**config.mk**
```make
export PLATFORM = sky130hd
export DESIGN_NAME = key_click_gesture_detector_top
export DESIGN_NICKNAME = d
export VERILOG_FILES = /design/src/kcgd_pkg.sv /design/src/kcgd_lane.sv /design/src/kcgd_merge.sv /design/src/key_click_gesture_detector_top.sv
export VERILOG_INCLUDE_DIRS = /design/src /design/src/src
export SDC_FILE = /design/constraint.sdc
export NUM_CORES = 1
export LEC_CHECK = 0
export BUFFER_PORTS_ARGS = -buffer_cell sky130_fd_sc_hd__buf_4
export CAP_MARGIN = 25
export CORE_AREA = 2 2 170 255
export CTS_CLUSTER_DIAMETER = 50
export CTS_CLUSTER_SIZE = 12
export DETAILED_ROUTE_END_ITERATION = 12
export DIE_AREA = 0 0 172 257
export PLACE_DENSITY = 0.66
export SETUP_SLACK_MARGIN = 0.02
export SLEW_MARGIN = 5
export SYNTH_ARGS = -nofsm -noshare
export SYNTH_HDL_FRONTEND = slang
export SYNTH_SLANG_ARGS = --single-unit
```
**constraint.sdc**
```tcl
create_clock -name clk -period 6.2 [get_ports clk]
set_input_delay 1.24 -clock clk [delete_from_list [all_inputs] [get_ports clk]]
set_output_delay 1.24 -clock clk [all_outputs]
set_load 0.01 [all_outputs]
```
**src/key_click_gesture_detector_top_defines.svh**
```systemverilog
// Assertion macros used by the key gesture detector merge stage.
`ifndef KEY_CLICK_GESTURE_DETECTOR_TOP_DEFINES_SVH
`define KEY_CLICK_GESTURE_DETECTOR_TOP_DEFINES_SVH

`ifndef SYNTHESIS
// Check a property on clk, idle while arst_n is low.
`define KCGD_ASSERT(lbl, prop) \
	lbl: assert property (@(posedge clk) disable iff (!arst_n) (prop)) \
		else $error("kcgd assertion failed");
// Check a property on clk at every edge, reset included.
`define KCGD_ASSERT_ALWAYS(lbl, prop) \
	lbl: assert property (@(posedge clk) (prop)) \
		else $error("kcgd assertion failed");
`else
`define KCGD_ASSERT(lbl, prop)
`define KCGD_ASSERT_ALWAYS(lbl, prop)
`endif

`endif

```
**src/kcgd_pkg.sv**
```systemverilog
// Types and constants of the key gesture detector.
`default_nettype none

package kcgd_pkg;

	localparam int NUM_KEYS = 4;
	localparam int KEY_W    = 2;

	// input and output field layout
	localparam int LEVELS_W = 4;
	localparam int TICK_W   = 32;
	localparam int IN_W     = 40;
	localparam int OUT_W    = 8;

	// configuration register indexes
	localparam int CFG_IDX_W = 2;
	localparam logic [CFG_IDX_W-1:0] REG_DEBOUNCE     = 2'd0;
	localparam logic [CFG_IDX_W-1:0] REG_LONG_PRESS   = 2'd1;
	localparam logic [CFG_IDX_W-1:0] REG_DOUBLE_CLICK = 2'd2;
	localparam int CFG_DATA_W = 16;

	localparam logic [3:0]  DEBOUNCE_RST     = 4'd3;
	localparam logic [15:0] LONG_PRESS_RST   = 16'd1000;
	localparam logic [15:0] DOUBLE_CLICK_RST = 16'd400;

	typedef enum logic [1:0] {
		EV_NONE   = 2'd0,
		EV_CLICK  = 2'd1,
		EV_DOUBLE = 2'd2,
		EV_LONG   = 2'd3
	} event_t;

	typedef enum logic [3:0] {
		PH_IDLE         = 4'b0001,
		PH_PRESSED      = 4'b0010,
		PH_WAIT_SECOND  = 4'b0100,
		PH_WAIT_RELEASE = 4'b1000
	} phase_t;

	typedef struct packed {
		logic [3:0]  debounce;
		logic [15:0] long_ticks;
		logic [15:0] double_ticks;
	} cfg_t;

endpackage

`default_nettype wire

```
**src/kcgd_lane.sv**
```systemverilog
// One key lane: debounce counter and four-phase gesture machine.
`default_nettype none

module kcgd_lane (
	input  wire logic                              clk,
	input  wire logic                              arst_n,
	input  wire kcgd_pkg::cfg_t                    cfg,
	input  wire logic                              level,    // pin level, 0 is pressed
	input  wire logic [kcgd_pkg::TICK_W-1:0]       now_tick,
	input  wire logic                              commit,   // take the next state
	output kcgd_pkg::event_t                       ev
);

	logic                          last_q;
	logic [3:0]                    cnt_q;
	kcgd_pkg::phase_t              phase_q;
	logic                          long_q;
	logic [kcgd_pkg::TICK_W-1:0]   mark_q;

	logic                          pressed;
	logic [3:0]                    cnt_n;
	logic                          stable;
	logic [kcgd_pkg::TICK_W-1:0]   elapsed;
	kcgd_pkg::phase_t              phase_n;
	logic                          long_n;
	logic [kcgd_pkg::TICK_W-1:0]   mark_n;

	// count equal samples, saturating at the debounce setting
	assign pressed = ~level;
	always_comb begin
		if (pressed == last_q) begin
			cnt_n = (cnt_q < cfg.debounce) ? cnt_q + 4'd1 : cnt_q;
		end else begin
			cnt_n = 4'd0;
		end
	end
	assign stable  = !(cnt_n < cfg.debounce);
	assign elapsed = now_tick - mark_q;

	// advance the gesture machine on a stable level
	always_comb begin
		phase_n = phase_q;
		long_n  = long_q;
		mark_n  = mark_q;
		ev      = kcgd_pkg::EV_NONE;
		if (stable) begin
			case (phase_q)
				kcgd_pkg::PH_IDLE: begin
					if (pressed) begin
						phase_n = kcgd_pkg::PH_PRESSED;
						mark_n  = now_tick;
						long_n  = 1'b0;
					end
				end
				kcgd_pkg::PH_PRESSED: begin
					if (!pressed) begin
						if (long_q) begin
							phase_n = kcgd_pkg::PH_WAIT_RELEASE;
						end else begin
							phase_n = kcgd_pkg::PH_WAIT_SECOND;
							mark_n  = now_tick;
						end
					end else if (!long_q &&
							elapsed >= {16'd0, cfg.long_ticks}) begin
						long_n = 1'b1;
						ev     = kcgd_pkg::EV_LONG;
					end
				end
				kcgd_pkg::PH_WAIT_SECOND: begin
					if (pressed) begin
						phase_n = kcgd_pkg::PH_WAIT_RELEASE;
						ev      = kcgd_pkg::EV_DOUBLE;
					end else if (elapsed >= {16'd0, cfg.double_ticks}) begin
						phase_n = kcgd_pkg::PH_IDLE;
						ev      = kcgd_pkg::EV_CLICK;
					end
				end
				kcgd_pkg::PH_WAIT_RELEASE: begin
					if (!pressed) begin
						phase_n = kcgd_pkg::PH_IDLE;
					end
				end
				default: begin
					phase_n = kcgd_pkg::PH_IDLE;
				end
			endcase
		end
	end

	// hold the key state until the scan reaches this lane
	always_ff @(posedge clk or negedge arst_n) begin
		if (!arst_n) begin
			last_q  <= 1'b0;
			cnt_q   <= 4'd0;
			phase_q <= kcgd_pkg::PH_IDLE;
			long_q  <= 1'b0;
			mark_q  <= '0;
		end else if (commit) begin
			last_q  <= pressed;
			cnt_q   <= cnt_n;
			phase_q <= phase_n;
			long_q  <= long_n;
			mark_q  <= mark_n;
		end
	end

endmodule

`default_nettype wire

```
**src/kcgd_merge.sv**
```systemverilog
// Priority merge of lane events and the registered result stage.
`default_nettype none

`include "key_click_gesture_detector_top_defines.svh"

module kcgd_merge (
	input  wire logic                                   clk,
	input  wire logic                                   arst_n,
	input  wire kcgd_pkg::event_t [kcgd_pkg::NUM_KEYS-1:0] lane_ev,
	input  wire logic                                   in_valid,
	output logic                                        in_ready,
	output logic [kcgd_pkg::NUM_KEYS-1:0]               commit,
	output logic                                        out_valid,
	input  wire logic                                   out_ready,
	output kcgd_pkg::event_t                            out_code,
	output logic [kcgd_pkg::KEY_W-1:0]                  out_key
);

	logic                          accept;
	logic                          blocked;
	kcgd_pkg::event_t              code;
	logic [kcgd_pkg::KEY_W-1:0]    idx;
	logic                          valid_q;
	kcgd_pkg::event_t              code_q;
	logic [kcgd_pkg::KEY_W-1:0]    key_q;

	// take a new scan whenever the result slot frees up this cycle
	assign in_ready = !valid_q || out_ready;
	assign accept   = in_valid && in_ready;

	// stop at the first lane that fires; commit it and the lanes before it
	always_comb begin
		blocked = 1'b0;
		code    = kcgd_pkg::EV_NONE;
		idx     = '0;
		commit  = '0;
		for (int i = 0; i < kcgd_pkg::NUM_KEYS; i++) begin
			commit[i] = accept && !blocked;
			if (!blocked && lane_ev[i] != kcgd_pkg::EV_NONE) begin
				code    = lane_ev[i];
				idx     = kcgd_pkg::KEY_W'(i);
				blocked = 1'b1;
			end
		end
	end

	// hold the result until the transaction completes
	always_ff @(posedge clk or negedge arst_n) begin
		if (!arst_n) begin
			valid_q <= 1'b0;
		end else if (accept) begin
			valid_q <= 1'b1;
		end else if (out_ready) begin
			valid_q <= 1'b0;
		end
	end

	always_ff @(posedge clk) begin
		if (accept) begin
			code_q <= code;
			key_q  <= idx;
		end
	end

	assign out_valid = valid_q;
	assign out_code  = code_q;
	assign out_key   = key_q;

	`KCGD_ASSERT_ALWAYS(a_commit_needs_accept, !accept |-> commit == '0)
	`KCGD_ASSERT_ALWAYS(a_commit_prefix,
		(commit & (commit + kcgd_pkg::NUM_KEYS'(1))) == '0)
	`KCGD_ASSERT(a_accept_gives_result, accept |=> valid_q)
	`KCGD_ASSERT(a_none_has_key_zero,
		valid_q && code_q == kcgd_pkg::EV_NONE |-> key_q == '0)

endmodule

`default_nettype wire

```
**src/key_click_gesture_detector_top.sv**
```systemverilog
// Top level of the four-key click, double click and long press detector.
`default_nettype none

// Each scan on the s_ stream carries the raw active-low levels of four keys
// and a tick count; each produces exactly one result on the m_ stream with
// an event code (none, click, double click, long press) and the key index.
// For each scan, four key lanes evaluate debounce and gesture
// state side by side and a priority merge picks the lowest key that fires,
// updating only that key and the ones before it. Scans are taken every cycle
// while the result register is empty or being read. Configuration writes
// (index 0 debounce count, 1 long press ticks, 2 double click ticks) are
// taken every cycle; unknown indexes are ignored.
module key_click_gesture_detector_top (
	input  wire logic                                clk,
	input  wire logic                                arst_n,
	input  wire logic                                s_tvalid,
	output logic                                     s_tready,
	input  wire logic [kcgd_pkg::IN_W-1:0]           s_tdata,   // raw_levels[3:0], now_tick[35:4]
	output logic                                     m_tvalid,
	input  wire logic                                m_tready,
	output logic [kcgd_pkg::OUT_W-1:0]               m_tdata,   // event_code[1:0], key_index[3:2]
	input  wire logic                                cfg_valid,
	output logic                                     cfg_ready,
	input  wire logic [kcgd_pkg::CFG_IDX_W-1:0]      cfg_index,
	input  wire logic [kcgd_pkg::CFG_DATA_W-1:0]     cfg_data
);

	kcgd_pkg::cfg_t                                   cfg_q;
	logic [kcgd_pkg::LEVELS_W-1:0]                    raw_levels;
	logic [kcgd_pkg::TICK_W-1:0]                      now_tick;
	kcgd_pkg::event_t [kcgd_pkg::NUM_KEYS-1:0]        lane_ev;
	logic [kcgd_pkg::NUM_KEYS-1:0]                    commit;
	kcgd_pkg::event_t                                 out_code;
	logic [kcgd_pkg::KEY_W-1:0]                       out_key;

	// write configuration registers
	assign cfg_ready = 1'b1;
	always_ff @(posedge clk or negedge arst_n) begin
		if (!arst_n) begin
			cfg_q.debounce     <= kcgd_pkg::DEBOUNCE_RST;
			cfg_q.long_ticks   <= kcgd_pkg::LONG_PRESS_RST;
			cfg_q.double_ticks <= kcgd_pkg::DOUBLE_CLICK_RST;
		end else if (cfg_valid) begin
			case (cfg_index)
				kcgd_pkg::REG_DEBOUNCE:     cfg_q.debounce     <= cfg_data[3:0];
				kcgd_pkg::REG_LONG_PRESS:   cfg_q.long_ticks   <= cfg_data;
				kcgd_pkg::REG_DOUBLE_CLICK: cfg_q.double_ticks <= cfg_data;
				default: begin
				end
			endcase
		end
	end

	// unpack the scan
	assign raw_levels = s_tdata[kcgd_pkg::LEVELS_W-1:0];
	assign now_tick   = s_tdata[kcgd_pkg::LEVELS_W +: kcgd_pkg::TICK_W];

	// one lane per key
	for (genvar g = 0; g < kcgd_pkg::NUM_KEYS; g++) begin : g_lane
		kcgd_lane u_lane (
			.clk      (clk),
			.arst_n   (arst_n),
			.cfg      (cfg_q),
			.level    (raw_levels[g]),
			.now_tick (now_tick),
			.commit   (commit[g]),
			.ev       (lane_ev[g])
		);
	end

	kcgd_merge u_merge (
		.clk       (clk),
		.arst_n    (arst_n),
		.lane_ev   (lane_ev),
		.in_valid  (s_tvalid),
		.in_ready  (s_tready),
		.commit    (commit),
		.out_valid (m_tvalid),
		.out_ready (m_tready),
		.out_code  (out_code),
		.out_key   (out_key)
	);

	// pack the result
	assign m_tdata = {4'd0, out_key, out_code};

endmodule

`default_nettype wire

```
==> key figures <==
CTS
  • Worst-Skew Late Latency: 570 ps
  • Clock root buffer: clkbuf_16
  • Clk pin slew, worst setup/hold paths: 60 ps
  • Sink count of the clock tree: 209
  • Number of buffers created by CTS: 28
  • Total number of H-tree levels: 1
  • CTS tree: done
  • Number of buffers on the longest clock path: 3

Yosys
  • Leading cell type by number of instances after synthesis: ha_1
  • Synthesized cell area: 20700 um2
  • Primary FF master, synth: dfrtp_1
  • Cell taking the most area after synthesis: dfrtp_1
  • Number of synthesized register bits: 209
  • Post-Syn Instances: 2390
  • Cell variety after synth: 98
  • Top post-synthesis cells by area: dfrtp_1 (23%), ha_1 (17%), a21oi_1 (4.6%)
  • Synthesized area per cell: 8.65 um2
  • Number of synthesis warnings: 0
  • Number of enable-type register cells in the synthesized netlist: 4
  • Top cell type's share of synthesized area: 23.0%
  • Sequential fraction of the synthesis area: 25.5%
  • Async set or reset register ratio after synthesis: 98.1%
  • Top cells by count, synth: ha_1 (280), inv_1 (203), nand2_1 (197)

Power
  • Static Leakage: 11.6 nW
  • Pwr/cell area: 488 nW/um2
  • Clock network fraction of design power: 14.2%
  • Maximum vdd ir drop: 258 uV
  • Proportion of power drawn by flip-flops and latches: 18.0%
  • Pint: 6.43 mW
  • Psw: 5.48 mW
  • Comb pwr share: 67.8%
  • Switching Fraction: 46.0%

STA
  • Normalized max-slew margin: 32.3%
  • Unrepaired setup endpoints after global routing: true
  • Highest Clock Rate: 167 MHz
  • Max-slew violations: 0
  • Final setup TNS: 0 ps
  • Worst Max-Slew Pin Slew: 1010 ps
  • Setup-violating endpoint count in the final report: 0
  • Final min period: 6000 ps
  • Share of the clock period used by the worst path after layout: 96.7%
  • Hold slack final: 486 ps
  • Clock skew after layout: 12.9 ps
  • Worst Setup Slack, final: 204 ps
  • Total count of hold-check failures in the final report: 0

Placed design
  • DPL Wire Length: 52.7 mm
  • Worst setup slack after placement: -589 ps
  • Gpl congestion: 0.958
  • Count of placed standard cells including taps: 3168
  • Number of buffer cells added on primary ports: 64

Critical path
  • Worst Path Class, Setup: primary input to register
  • Maximum fanout count along the critical path: 8
  • Reg-to-reg endpoint: g_lane[3].u_lane.mark_q[20]
  • Kind of capture point of the worst setup path: register
  • Worst reg2reg path startpoint: g_lane[1].u_lane.mark_q[1]
  • Flop2flop setup slack: 560 ps
  • CP required: 6640 ps
  • Nature of the critical path startpoint: primary input
  • R2R depth: 26
  • CP Data Arrival Time: 6440 ps

Global route
  • Routing usage on met3: 2.78%
  • GRT Util Overall: 29.5%
  • Overflow after GRT: 0
  • Pin count of the biggest net entering global routing: 113
  • Met2 Track Usage GR: 53.9%
  • Wire length of the first global-routing pass: 103 mm
  • Most used routing layer: met2
  • Global routing usage on met1: 33.3%
  • Via count of the first global-routing pass: 19693
  • Initial antenna violation count: 0

Min path
  • Worst hold path depth: 1
  • Terminating pin of the worst hold path: g_lane[1].u_lane.mark_q[22]
  • Worst hold-check path type: register to register
  • Launch point of the worst hold path: g_lane[1].u_lane.mark_q[22]

Floorplanning
  • Number of primary I/O pins: 74
  • Initial core utilization: 49.4%
  • Core region area: 41900 um2
  • Chip width: 172 um
  • Die height: 257 um
  • Die footprint: 44200 um2
  • Number of placement rows: 92

Detailed routing
  • Routed via count: 19470
  • Starting DRC count in detailed routing: 1231
  • Vias per cell: 6.04
  • WL/cell: 20.5 um
  • Post-route DRC: 0
  • DRT antenna net count: 0
  • Final wirelength: 66.2 mm
  • Drt first pass iters: 8

Run status
  • Run status: complete, no violations

Final layout
  • Area Overhead vs Synth: 18.0%
  • Ratio of cells with drive above 1 in the final layout: 18.6%
  • Fin cells: 3225
  • Total Nets Final: 2986
  • Post-route core utilization: 58.3%
  • Count of inserted antenna diode cells: 0

Flow run
  • Number of violations of the max-capacitance limit: 0
flip-flops by register name (all words and copies together) (netlist names):
name,count
cfg_q,36
g_lane.u_lane.long_q,4
u_merge.out_code,2
u_merge.out_valid,1
g_lane.u_lane.phase_q,16
g_lane.u_lane.cnt_q,16
u_merge.out_key,2
g_lane.u_lane.last_q,4
g_lane.u_lane.mark_q,128
final cells by class:
type,count,area [um2]
flip-flops and latches,209,5270
fillers,3857,17500
repair buffers,296,2330
well taps,564,706
multi-input cells,1901,14400
inverters,203,762
clock inverters,16,190
clock buffers,36,762
layout by cell type, fill, tap and decap left out, types with 28 or more instances in the layout:
cell         n
a211oi_1    28
a21o_1      77
a21oi_1    188
buf_4      287
clkbuf_16   31
dfrtp_1    190
ha_1       280
inv_1      203
mux2_1      64
mux2_2      50
mux2_4      31
nand2_1    197
nand2b_1    42
nand3_1     46
nand4_1     45
nor2_1     123
nor3_1      37
o21a_1      36
o21ai_0    147
xnor2_1     59
xor2_1      47
power groups by stage:
stage	Clock [mW]	Combinational [mW]	Sequential [mW]
detailed placement	0	7.79	2.16
CTS	1.72	7.84	2.14
global placement	0	7.55	2.13
global route	1.77	8.87	2.20
floorplan	0	5.17	2.04
finish	1.69	8.08	2.14
worst max-delay path by stage:
stage | start | to | slack, ps | depth (start not counted)
final | s_tdata[5] | g_lane[3].u_lane.mark_q[20] | 200 | 26
after global routing | s_tdata[4] | g_lane[3].u_lane.mark_q[6] | -20 | 26
after CTS | s_tdata[4] | g_lane[3].u_lane.mark_q[4] | 30 | 24
after detailed placement | s_tdata[5] | g_lane[3].u_lane.mark_q[4] | -590 | 23
after global placement | s_tdata[5] | g_lane[3].u_lane.mark_q[0] | -440 | 23
after floorplan | s_tdata[4] | g_lane[3].u_lane.mark_q[22] | 290 | 22
cell families (layout without fill, tap and decap cells):
| group | count (synthesis) | count (layout) | share of synthesized area (%) |
|---|---|---|---|
| mux | 160 | 160 | 9.18 |
| buf+inv | 283 | 551 | 5.61 |
| flops | 209 | 209 | 25.5 |
| fa+ha+maj | 284 | 284 | 17.3 |
| other cells | 2 | 5 | 0.0363 |
| xor+xnor | 109 | 109 | 4.62 |
| simple gates | 637 | 637 | 15.6 |
| compound gates | 706 | 706 | 22.2 |
repair_timing:
action / CTS / global route
gates cloned: 0 / 3
hold buffers: 0 / 0
endpoints found under the setup margin: 6 / 115
setup buffers: 0 / 1
pin swaps: 0 / 7
gates resized for setup: 1 / 32
metrics by stage:
step / power, mW / cell area [um2]
floorplan: 7.20 / 20700
global placement: 9.68 / 23300
detailed placement: 9.95 / 23300
CTS: 11.7 / 24200
global route: 12.8 / 24400
finish: 11.9 / 24400
critical path, stage by stage:
cell	delay (ps)
buf_4	120
ha_1	270
nor2b_1	150
o2111a_1	300
buf_4	160
or2_2	280
nor2b_1	160
o21ai_2	180
nand2b_1	70
a21oi_1	180
xnor2_1	130
ha_1	190
a21o_1	160
a21oi_2	150
o21ai_2	90
nor4_1	210
o21ai_1	100
buf_4	160
a21oi_1	130
or4b_1	460
nor4_2	300
o22ai_2	160
nor2_2	130
and4_4	380
clkbuf_16	230
mux2_1	330
routing by layer:
layer / vias to the layer above / wire length (um)
met5: - / 0
met4: 0 / 4100
met3: 208 / 2970
met2: 583 / 33500
met1: 9413 / 25700
li1: 9266 / -
(Power assumes the default switching activity.)
